--- src/design/assert_macros.svh ---
// Assertion macros shared by the allocator RTL.
`ifndef ASSERT_MACROS_SVH
`define ASSERT_MACROS_SVH

// Check a condition at every clock edge outside reset.
`define ASSERT_ALWAYS(label, ck, rn, cond, msg) \
    label: assert property (@(posedge ck) disable iff (!rn) (cond)) else $error(msg);

// Check that a consequent holds in the same cycle as its antecedent.
`define ASSERT_IMPLIES(label, ck, rn, ante, cons, msg) \
    label: assert property (@(posedge ck) disable iff (!rn) (ante) |-> (cons)) else $error(msg);

`endif

--- src/design/bcra_pkg.sv ---
// Constants and codes for the cluster bitmap run allocator.
package bcra_pkg;

    localparam int MAP_BYTES    = 128;
    localparam int MAX_RUN      = 32;
    localparam int MAX_SEGMENTS = 57;

    localparam int NUM_CLUSTERS = MAP_BYTES * 8;
    localparam int ADDR_W       = $clog2(MAP_BYTES);
    localparam int CLU_W        = $clog2(NUM_CLUSTERS);
    localparam int RUN_W        = $clog2(MAX_RUN + 1);
    localparam int SEG_W        = $clog2(MAX_SEGMENTS + 1);

    localparam int KIND_W  = 2;
    localparam int INDEX_W = 7;
    localparam int BYTE_W  = 8;
    localparam int COUNT_W = 13;
    localparam int WORD_W  = 16;
    localparam int REM_W   = COUNT_W - 1;

    localparam int              LEN_SHIFT = 10;
    localparam logic [WORD_W-1:0] END_MARK  = 16'h8000;

    typedef enum logic [KIND_W-1:0] {
        KIND_WRITE = 2'd0,
        KIND_READ  = 2'd1,
        KIND_ALLOC = 2'd2
    } kind_t;

endpackage

--- src/design/bcra_if.sv ---
// Request and result channel interfaces of the allocator.
interface bcra_req_if;
    import bcra_pkg::*;

    logic               valid;
    logic               ready;
    logic [KIND_W-1:0]  kind;
    logic [INDEX_W-1:0] byte_index;
    logic [BYTE_W-1:0]  byte_value;
    logic [COUNT_W-1:0] sector_count;

    modport source (output valid, kind, byte_index, byte_value, sector_count, input ready);
    modport sink   (input valid, kind, byte_index, byte_value, sector_count, output ready);
endinterface

interface bcra_res_if;
    import bcra_pkg::*;

    logic              valid;
    logic              ready;
    logic [WORD_W-1:0] descriptor_word;
    logic [BYTE_W-1:0] read_byte;
    logic              status;
    logic              is_last;

    modport source (output valid, descriptor_word, read_byte, status, is_last, input ready);
    modport sink   (input valid, descriptor_word, read_byte, status, is_last, output ready);
endinterface

--- src/design/bitmap_cluster_run_allocator.sv ---
// Cluster bitmap allocator: byte access to the map and first-fit run allocation.
//
//   channel | role   | payload
//   --------+--------+------------------------------------------------------
//   req     | sink   | kind, byte_index, byte_value, sector_count
//   res     | source | descriptor_word, read_byte, status, is_last
//
// A write item goes through the output state to its result; a read item first passes
// a read-data state. An allocate item, for each segment, checks, scans the map one
// map byte per cycle through the single memory read port, reads and writes back
// each map byte the run touches, and sends its segment word.
// Reset clears the per-byte valid bits at once, so every map byte reads as free.
// Items are taken one at a time; the output register lets the next item in while
// a result waits, and the machine holds whenever a new result meets a full register.
module bitmap_cluster_run_allocator (
    input  logic              clk,
    input  logic              rst_n,
    bcra_req_if.sink          req,
    bcra_res_if.source        res
);
    import bcra_pkg::*;
    `include "assert_macros.svh"

    typedef enum logic [3:0] {
        ST_IDLE,
        ST_ONE_OUT,
        ST_RD_OUT,
        ST_CHECK,
        ST_SCAN,
        ST_MARK_RD,
        ST_MARK_WR,
        ST_SEG_OUT,
        ST_FAIL
    } state_t;

    // Map storage: one byte per entry, one read and one write port.
    logic [BYTE_W-1:0] map_mem [MAP_BYTES];
    logic [MAP_BYTES-1:0] map_valid_reg;
    logic [BYTE_W-1:0] mem_q_reg;
    logic              mem_q_valid_reg;

    logic              mem_we;
    logic [ADDR_W-1:0] mem_wa;
    logic [BYTE_W-1:0] mem_wd;
    logic [ADDR_W-1:0] mem_ra;
    logic [BYTE_W-1:0] rd_data;

    // Control and working registers.
    state_t             state_reg, state_next;
    logic [BYTE_W-1:0]  hold_byte_reg, hold_byte_next;
    logic               hold_status_reg, hold_status_next;
    logic [COUNT_W-1:0] count_reg, count_next;
    logic [REM_W-1:0]   remaining_reg, remaining_next;
    logic [SEG_W-1:0]   segs_reg, segs_next;
    logic [RUN_W-1:0]   target_reg, target_next;
    logic [RUN_W-1:0]   found_reg, found_next;
    logic [CLU_W-1:0]   start_reg, start_next;
    logic [ADDR_W:0]    scan_addr_reg, scan_addr_next;
    logic               rd_valid_reg, rd_valid_next;
    logic [ADDR_W-1:0]  rd_byte_reg, rd_byte_next;
    logic [ADDR_W-1:0]  mark_addr_reg, mark_addr_next;

    // Output register.
    logic               out_valid_reg, out_valid_next;
    logic [WORD_W-1:0]  out_word_reg, out_word_next;
    logic [BYTE_W-1:0]  out_byte_reg, out_byte_next;
    logic               out_status_reg, out_status_next;
    logic               out_last_reg, out_last_next;

    logic               out_free;
    logic               req_fire;
    logic               idx_in_map;
    logic [COUNT_W:0]   count_plus;
    logic [CLU_W-1:0]   mark_end;
    logic [ADDR_W-1:0]  mark_last;
    logic [BYTE_W-1:0]  mark_mask;
    logic               scan_issue;
    logic [RUN_W-1:0]   byte_found;
    logic [CLU_W-1:0]   byte_start;
    logic               byte_hit;

    assign req.ready  = (state_reg == ST_IDLE);
    assign req_fire   = req.valid && req.ready;
    assign out_free   = !out_valid_reg || res.ready;
    assign idx_in_map = ({1'b0, req.byte_index} < (INDEX_W + 1)'(MAP_BYTES));
    assign count_plus = {1'b0, req.sector_count} + (COUNT_W + 1)'(3);
    assign rd_data    = mem_q_valid_reg ? mem_q_reg : '0;

    assign res.valid           = out_valid_reg;
    assign res.descriptor_word = out_word_reg;
    assign res.read_byte       = out_byte_reg;
    assign res.status          = out_status_reg;
    assign res.is_last         = out_last_reg;

    // Last cluster of the run being marked and its byte.
    assign mark_end   = start_reg + CLU_W'(found_reg) - CLU_W'(1);
    assign mark_last  = mark_end[CLU_W-1:3];
    assign scan_issue = (scan_addr_reg < (ADDR_W + 1)'(MAP_BYTES));

    // Bits of the current mark byte that fall inside the run.
    always_comb
    begin
        logic [CLU_W-1:0] clu;
        for (int j = 0; j < 8; j++)
        begin
            clu = {mark_addr_reg, 3'(j)};
            mark_mask[7 - j] = (clu >= start_reg) && (clu <= mark_end);
        end
    end

    // Walk the eight clusters of the fetched byte, lowest cluster first.
    always_comb
    begin
        byte_found = found_reg;
        byte_start = start_reg;
        byte_hit   = 1'b0;
        for (int j = 0; j < 8; j++)
        begin
            if (!byte_hit)
            begin
                if (!rd_data[7 - j])
                begin
                    if (byte_found == '0)
                    begin
                        byte_start = {rd_byte_reg, 3'(j)};
                    end
                    byte_found = byte_found + RUN_W'(1);
                    if (byte_found >= target_reg)
                    begin
                        byte_hit = 1'b1;
                    end
                end
                else
                begin
                    byte_found = '0;
                end
            end
        end
    end

    // Memory port selection.
    always_comb
    begin
        mem_we = 1'b0;
        mem_wa = req.byte_index[ADDR_W-1:0];
        mem_wd = req.byte_value;
        mem_ra = req.byte_index[ADDR_W-1:0];
        case (state_reg)
            ST_IDLE:
            begin
                mem_we = req_fire && (req.kind == KIND_WRITE) && idx_in_map;
            end
            ST_SCAN:
            begin
                mem_ra = scan_addr_reg[ADDR_W-1:0];
            end
            ST_MARK_RD:
            begin
                mem_ra = mark_addr_reg;
            end
            ST_MARK_WR:
            begin
                mem_we = 1'b1;
                mem_wa = mark_addr_reg;
                mem_wd = rd_data | mark_mask;
            end
            default:
            begin
                mem_we = 1'b0;
            end
        endcase
    end

    // Next-state logic.
    always_comb
    begin
        state_next       = state_reg;
        hold_byte_next   = hold_byte_reg;
        hold_status_next = hold_status_reg;
        count_next       = count_reg;
        remaining_next   = remaining_reg;
        segs_next        = segs_reg;
        target_next      = target_reg;
        found_next       = found_reg;
        start_next       = start_reg;
        scan_addr_next   = scan_addr_reg;
        rd_valid_next    = 1'b0;
        rd_byte_next     = rd_byte_reg;
        mark_addr_next   = mark_addr_reg;

        // Drop the held result once it is taken.
        out_valid_next  = out_valid_reg && !res.ready;
        out_word_next   = out_word_reg;
        out_byte_next   = out_byte_reg;
        out_status_next = out_status_reg;
        out_last_next   = out_last_reg;

        case (state_reg)
            ST_IDLE:
            begin
                if (req_fire)
                begin
                    hold_status_next = 1'b0;
                    hold_byte_next   = '0;
                    if (req.kind == KIND_WRITE)
                    begin
                        if (idx_in_map)
                        begin
                            hold_byte_next = req.byte_value;
                        end
                        state_next = ST_ONE_OUT;
                    end
                    else if (req.kind == KIND_READ)
                    begin
                        state_next = idx_in_map ? ST_RD_OUT : ST_ONE_OUT;
                    end
                    else if (req.kind == KIND_ALLOC)
                    begin
                        count_next     = req.sector_count;
                        remaining_next = count_plus[COUNT_W:2];
                        segs_next      = '0;
                        state_next     = ST_CHECK;
                    end
                    else
                    begin
                        hold_status_next = 1'b1;
                        state_next       = ST_ONE_OUT;
                    end
                end
            end

            ST_RD_OUT:
            begin
                hold_byte_next = rd_data;
                state_next     = ST_ONE_OUT;
            end

            ST_ONE_OUT:
            begin
                if (out_free)
                begin
                    out_valid_next  = 1'b1;
                    out_word_next   = '0;
                    out_byte_next   = hold_byte_reg;
                    out_status_next = hold_status_reg;
                    out_last_next   = 1'b1;
                    state_next      = ST_IDLE;
                end
            end

            ST_CHECK:
            begin
                if (remaining_reg == '0)
                begin
                    // All clusters placed: send the end word.
                    if (out_free)
                    begin
                        out_valid_next  = 1'b1;
                        out_word_next   = END_MARK + WORD_W'(count_reg) - WORD_W'(1);
                        out_byte_next   = '0;
                        out_status_next = 1'b0;
                        out_last_next   = 1'b1;
                        state_next      = ST_IDLE;
                    end
                end
                else if (segs_reg >= SEG_W'(MAX_SEGMENTS))
                begin
                    state_next = ST_FAIL;
                end
                else
                begin
                    target_next    = (remaining_reg < REM_W'(MAX_RUN)) ?
                                     remaining_reg[RUN_W-1:0] : RUN_W'(MAX_RUN);
                    found_next     = '0;
                    start_next     = '0;
                    scan_addr_next = '0;
                    state_next     = ST_SCAN;
                end
            end

            ST_SCAN:
            begin
                if (rd_valid_reg && (byte_hit || rd_byte_reg == ADDR_W'(MAP_BYTES - 1)))
                begin
                    // Run found, or the map ended: take the run touching the end.
                    found_next     = byte_found;
                    start_next     = byte_start;
                    mark_addr_next = byte_start[CLU_W-1:3];
                    state_next     = (byte_found == '0) ? ST_FAIL : ST_MARK_RD;
                end
                else
                begin
                    if (rd_valid_reg)
                    begin
                        found_next = byte_found;
                        start_next = byte_start;
                    end
                    if (scan_issue)
                    begin
                        rd_valid_next  = 1'b1;
                        rd_byte_next   = scan_addr_reg[ADDR_W-1:0];
                        scan_addr_next = scan_addr_reg + (ADDR_W + 1)'(1);
                    end
                end
            end

            ST_MARK_RD:
            begin
                state_next = ST_MARK_WR;
            end

            ST_MARK_WR:
            begin
                if (mark_addr_reg == mark_last)
                begin
                    state_next = ST_SEG_OUT;
                end
                else
                begin
                    mark_addr_next = mark_addr_reg + ADDR_W'(1);
                    state_next     = ST_MARK_RD;
                end
            end

            ST_SEG_OUT:
            begin
                if (out_free)
                begin
                    out_valid_next  = 1'b1;
                    out_word_next   = WORD_W'(start_reg)
                                    + (WORD_W'(found_reg - RUN_W'(1)) << LEN_SHIFT);
                    out_byte_next   = '0;
                    out_status_next = 1'b0;
                    out_last_next   = 1'b0;
                    remaining_next  = remaining_reg - REM_W'(found_reg);
                    segs_next       = segs_reg + SEG_W'(1);
                    state_next      = ST_CHECK;
                end
            end

            ST_FAIL:
            begin
                if (out_free)
                begin
                    out_valid_next  = 1'b1;
                    out_word_next   = '0;
                    out_byte_next   = '0;
                    out_status_next = 1'b1;
                    out_last_next   = 1'b1;
                    state_next      = ST_IDLE;
                end
            end

            default:
            begin
                state_next = ST_IDLE;
            end
        endcase
    end

    // State and registered outputs.
    always_ff @(posedge clk or negedge rst_n)
    begin
        if (!rst_n)
        begin
            state_reg       <= ST_IDLE;
            out_valid_reg   <= 1'b0;
            rd_valid_reg    <= 1'b0;
            segs_reg        <= '0;
            target_reg      <= '0;
            found_reg       <= '0;
            hold_byte_reg   <= '0;
            hold_status_reg <= 1'b0;
            count_reg       <= '0;
            remaining_reg   <= '0;
            start_reg       <= '0;
            scan_addr_reg   <= '0;
            rd_byte_reg     <= '0;
            mark_addr_reg   <= '0;
            out_word_reg    <= '0;
            out_byte_reg    <= '0;
            out_status_reg  <= 1'b0;
            out_last_reg    <= 1'b0;
        end
        else
        begin
            state_reg       <= state_next;
            out_valid_reg   <= out_valid_next;
            rd_valid_reg    <= rd_valid_next;
            segs_reg        <= segs_next;
            target_reg      <= target_next;
            found_reg       <= found_next;
            hold_byte_reg   <= hold_byte_next;
            hold_status_reg <= hold_status_next;
            count_reg       <= count_next;
            remaining_reg   <= remaining_next;
            start_reg       <= start_next;
            scan_addr_reg   <= scan_addr_next;
            rd_byte_reg     <= rd_byte_next;
            mark_addr_reg   <= mark_addr_next;
            out_word_reg    <= out_word_next;
            out_byte_reg    <= out_byte_next;
            out_status_reg  <= out_status_next;
            out_last_reg    <= out_last_next;
        end
    end

    // Valid bits: a byte never written reads as all clusters free.
    always_ff @(posedge clk or negedge rst_n)
    begin
        if (!rst_n)
        begin
            map_valid_reg   <= '0;
            mem_q_valid_reg <= 1'b0;
        end
        else
        begin
            if (mem_we)
            begin
                map_valid_reg[mem_wa] <= 1'b1;
            end
            mem_q_valid_reg <= map_valid_reg[mem_ra];
        end
    end

    // Map memory with registered read data.
    always_ff @(posedge clk)
    begin
        if (mem_we)
        begin
            map_mem[mem_wa] <= mem_wd;
        end
        mem_q_reg <= map_mem[mem_ra];
    end

    `ASSERT_ALWAYS(a_seg_limit, clk, rst_n, segs_reg <= SEG_W'(MAX_SEGMENTS), "segment count over limit")
    `ASSERT_ALWAYS(a_run_bound, clk, rst_n, found_reg <= target_reg, "run longer than target")
    `ASSERT_IMPLIES(a_mark_range, clk, rst_n, state_reg == ST_MARK_WR, mark_addr_reg <= mark_last, "mark past run end")
    `ASSERT_IMPLIES(a_fail_last, clk, rst_n, res.valid && res.status, res.is_last && res.descriptor_word == '0, "failure result not final")

endmodule

--- src/flat_wrapper.sv ---
// flat-port wrapper written by rule: the top's interface ports become plain ports
module bitmap_cluster_run_allocator_flat import bcra_pkg::*;
  (clk, rst_n, req_valid, req_kind, req_byte_index, req_byte_value, req_sector_count, req_ready, res_valid, res_descriptor_word, res_read_byte, res_status, res_is_last, res_ready);
  bcra_req_if req_i ();
  bcra_res_if res_i ();
  input  logic clk;
  input  logic rst_n;
  input wire logic [$bits(req_i.valid)-1:0] req_valid;
  input wire logic [$bits(req_i.kind)-1:0] req_kind;
  input wire logic [$bits(req_i.byte_index)-1:0] req_byte_index;
  input wire logic [$bits(req_i.byte_value)-1:0] req_byte_value;
  input wire logic [$bits(req_i.sector_count)-1:0] req_sector_count;
  output wire logic [$bits(req_i.ready)-1:0] req_ready;
  output wire logic [$bits(res_i.valid)-1:0] res_valid;
  output wire logic [$bits(res_i.descriptor_word)-1:0] res_descriptor_word;
  output wire logic [$bits(res_i.read_byte)-1:0] res_read_byte;
  output wire logic [$bits(res_i.status)-1:0] res_status;
  output wire logic [$bits(res_i.is_last)-1:0] res_is_last;
  input wire logic [$bits(res_i.ready)-1:0] res_ready;
  assign req_i.valid = req_valid;
  assign req_i.kind = req_kind;
  assign req_i.byte_index = req_byte_index;
  assign req_i.byte_value = req_byte_value;
  assign req_i.sector_count = req_sector_count;
  assign req_ready = req_i.ready;
  assign res_valid = res_i.valid;
  assign res_descriptor_word = res_i.descriptor_word;
  assign res_read_byte = res_i.read_byte;
  assign res_status = res_i.status;
  assign res_is_last = res_i.is_last;
  assign res_i.ready = res_ready;
  bitmap_cluster_run_allocator u_core (.clk(clk), .rst_n(rst_n), .req(req_i), .res(res_i));
endmodule
--- config.mk ---
export PLATFORM = sky130hd
export DESIGN_NAME = bitmap_cluster_run_allocator_flat
export DESIGN_NICKNAME = d
export VERILOG_FILES = /design/src/design/bcra_pkg.sv /design/src/design/bcra_if.sv /design/src/design/bitmap_cluster_run_allocator.sv /design/src/flat_wrapper.sv
export VERILOG_INCLUDE_DIRS = /design/src /design/src/design
export SDC_FILE = /design/constraint.sdc
export NUM_CORES = 2
export LEC_CHECK = 0
export ABC_AREA = 1
export BUFFER_PORTS_ARGS = -buffer_cell sky130_fd_sc_hd__buf_2
export CORE_MARGIN = 5
export CORE_UTILIZATION = 40
export CTS_BUF_LIST = sky130_fd_sc_hd__clkbuf_16
export DETAILED_ROUTE_END_ITERATION = 8
export HOLD_SLACK_MARGIN = 0.08
export PLACE_DENSITY = 0.6
export SLEW_MARGIN = 40
export SYNTH_ARGS = -nofsm -noshare
export SYNTH_HDL_FRONTEND = slang
export SYNTH_SLANG_ARGS = --single-unit
--- constraint.sdc ---
create_clock -name clk -period 9.2 [get_ports clk]
set_input_delay 1.38 -clock clk [delete_from_list [all_inputs] [get_ports clk]]
set_output_delay 1.38 -clock clk [all_outputs]
set_load 0.02 [all_outputs]
==> impl_metrics.csv <==
group,metric,value,unit
outcome,outcome,"complete, no violations",
layout,design_area,0.0654,mm^2
logic_synthesis,synth_warnings,0,
logic_synthesis,synth-main-ff-cell,"edfxtp_1",
global_routing,grt_max_degree,186,
setup_path,cp-startpoint,"u_core.found_reg[1]$_DFFE_PN0P_",
global_routing,grt.overflow.total,0,
floorplan,start_util,0.402,
floorplan,dieWidth,387,um
setup_path,critPathCaptureType,"flip-flop",
timing,worst_pin_slew,0.929,ns
placement,hpwl,96300,um
timing,finalSetupTns,0,ns
run,maxCapViolCount,0,
route,vias,40700,
logic_synthesis,netlist-cell-type-count,60,
clock_tree,clock_sinks,1277,
global_routing,grt_use_met1,0.296,
clock_tree,root_buffer,"clkbuf_16",
setup_path,start_kind,"flip-flop",
logic_synthesis,syn_area,0.0569,mm^2
logic_synthesis,seq_area_frac_synth,0.651,
floorplan,core,0.141,mm^2
layout,largest_register_ffs,1024,
clock_tree,path_clk_slew,0.06,ns
logic_synthesis,synth-seq-cells,1277,
timing,setup_viol,0,
global_routing,grt_pass1_vias,38100,
setup_path,r2r_slack,0.31,ns
floorplan,rows,138,
floorplan,die_area,0.150,mm^2
layout,area_growth,15.0,%
clock_tree,htreeDepth,4,
timing,drv_slew,0,
route,viasPerCell,5.59,
layout,layout_common_cells,"nor2_1 (1,118), edfxtp_1 (1,024), o21ai_0 (570)",
route,drt_iter0_markers,3811,
clock_tree,numCtsBuffers,132,
power_and_ir_drop,powerDensity,396,mW/mm^2
setup_path,critPathKind,"flip-flop to flip-flop",
route,firstDrtPassIters,8,
setup_path,critPathMaxStageDelay,0.38,ns
logic_synthesis,synthArstFlopShare,0.192,
layout,final.fill_count,12800,
setup_path,reg2reg_from,"u_core.found_reg[1]$_DFFE_PN0P_",
clock_tree,cts_tree,"built",
power_and_ir_drop,power.leakage,0.0241,uW
route,routed_wl,161000,um
setup_path,required,9.86,ns
logic_synthesis,synth_area_per_cell,10.9,um^2
power_and_ir_drop,vdd_drop_max,0.764,mV
floorplan,die-height,387,um
layout,final_nets,5420,
layout,drive_above_1_share,0.154,
logic_synthesis,synth_edf_count,1024,
placement,dpl_cell_area,0.0598,mm^2
global_routing,antenna_found_initial,5,
timing,finClkSkew,0.0409,ns
timing,period_minus_slack,8.89,ns
clock_tree,clk_latency,0.77,ns
timing,relSlewSlack,0.378,
setup_path,slowest_stage,"dfrtp_1",
global_routing,grt.total_usage,0.206,
min_path,hold_start,"u_core.map_valid_reg[120]$_DFFE_PN0P_",
global_routing,grt.met2_usage,0.319,
min_path,min_path_type,"flip-flop to flip-flop",
route,drc_errors,0,
global_routing,grt_use_met3,0.0366,
placement,gp_congestion,0.882,
floorplan,io_pins,62,
placement,io_buffers,61,
layout,layout_commonest_cell,"nor2_1",
setup_path,cp_common_cell,"nand2_2",
timing,fmax,0.113,GHz
timing,rsz0062_at_grt,"yes",
setup_path,crit_fanout,6,
setup_path,cp.arrival,9.55,ns
route,antenna_left,0,
placement,dp.cells,6979,
global_routing,grt.busiest_layer,"met2",
logic_synthesis,syn-num-nets,5359,
clock_tree,clockBufferDepth,3,
global_routing,grt_pass1_wl,240000,um
power_and_ir_drop,p_total,25900,uW
timing,post-route-period-util,0.966,
layout,final_cells,7273,
logic_synthesis,syn_inst,5211,
timing,hold_viol_final,0,
route,post_drt_wl_per_cell,22.1,um
synth_stat cells, types with 4 or more instances:
cell      number  area [um^2]
o22ai_1       48          300
o21ai_1       16         80.1
buf_1         21         78.8
o32ai_1      256         2240
a211oi_1       4         30.0
nand2_2       26          163
a21boi_0       4         30.0
edfxtp_1    1024        30700
or2_2         94          588
nand2_1      449         1690
xor2_1        12          105
clkinv_1       7         26.3
a31oi_1       40          250
dfxtp_1        8          160
nor2_1      1213         4550
and2_1        14         87.6
o211ai_1      59          443
o21ai_2        4         35.0
inv_1        286         1070
inv_2         21         78.8
nor4_1        11         68.8
o21a_1        16          120
o221ai_1      50          438
clkbuf_1     265          995
a22oi_1        9         67.6
nand4_1       17          106
dfrtp_1      245         6130
nor2_4         4         45.0
nand3_2       16          160
nand2_4        7         78.8
o31ai_1        6         45.0
ha_1         112         1400
o21ai_0      581         2910
xnor2_1        6         52.6
a21oi_1       77          385
nor3_1        18         90.1
nand3_1      128          641
path summary, 6_finish.rpt:
| kind | endpoint | cells past startpoint |
|---|---|---|
| min in group asynchronous | u_core.map_valid_reg[125]$_DFFE_PN0P_ | 1 |
| setup reg to reg | u_core.scan_addr_reg[6]$_DFFE_PN0P_ | 72 |
| hold / removal | u_core.map_valid_reg[120]$_DFFE_PN0P_ | 2 |
| setup / recovery | u_core.scan_addr_reg[6]$_DFFE_PN0P_ | 72 |
| hold reg to reg | u_core.map_valid_reg[120]$_DFFE_PN0P_ | 2 |
| max in group asynchronous | u_core.map_valid_reg[7]$_DFFE_PN0P_ | 4 |
timing repair:
item	CTS	global route
buffers inserted	3	45
hold buffers	0	0
resized for setup	7	181
endpoints found under the setup margin	4	43
pin swaps	5	95
metrics by stage:
step,worst slack [ns],hold WS [ns],util
after floorplan,0.0159,0.427,-
after global placement,0.178,0.438,0.421
after detailed placement,0.00936,0.443,0.423
after CTS,0.00147,0.456,0.454
after global routing,-0.275,0.471,0.462
final,0.312,0.453,0.462
logic make-up after synthesis:
kind of cell             count (synthesis)  synth area share
adder cells (fa/ha/maj)                114            0.0253
XOR/XNOR                                18           0.00277
AO/OA/AOI/OAI                         1183             0.132
flip-flops                            1277             0.651
AND/OR/NAND/NOR                       2011             0.148
buffers and inverters                  608            0.0406
power breakdown:
| group | switching (uW) | internal, uW | total (uW) |
|---|---|---|---|
| Clock | 2250 | 3130 | 5390 |
| Sequential | 240 | 6730 | 6970 |
| Combinational | 8510 | 5050 | 13600 |
routing by layer:
metal	share of wire	routed length, um	vias up
met5	0	0	-
met4	0.028	4500	0
met3	0.076	12300	268
met2	0.46	73200	1519
met1	0.44	70800	20100
li1	-	-	18800
worst max-delay path, delay by kind of cell (launching register included):
family | cells | cell delay (ns)
flops | 1 | 0.38
simple gates | 34 | 3.02
compound gates | 18 | 2.61
fa+ha+maj | 7 | 1.61
buf+inv | 13 | 1.12
final cells by class:
cell class              instances  area, um^2  share of cell area
well taps                    1890        2360              0.0362
flip-flops and latches       1277       37000               0.567
multi-input cells            3326       18600               0.285
diodes                          2        5.00           0.0000765
inverters                     317        1220              0.0187
clock inverters               102         830              0.0127
clock buffers                 141        3530              0.0540
repair buffers                218        1760              0.0269
Power figures use the tool's default switching activity.
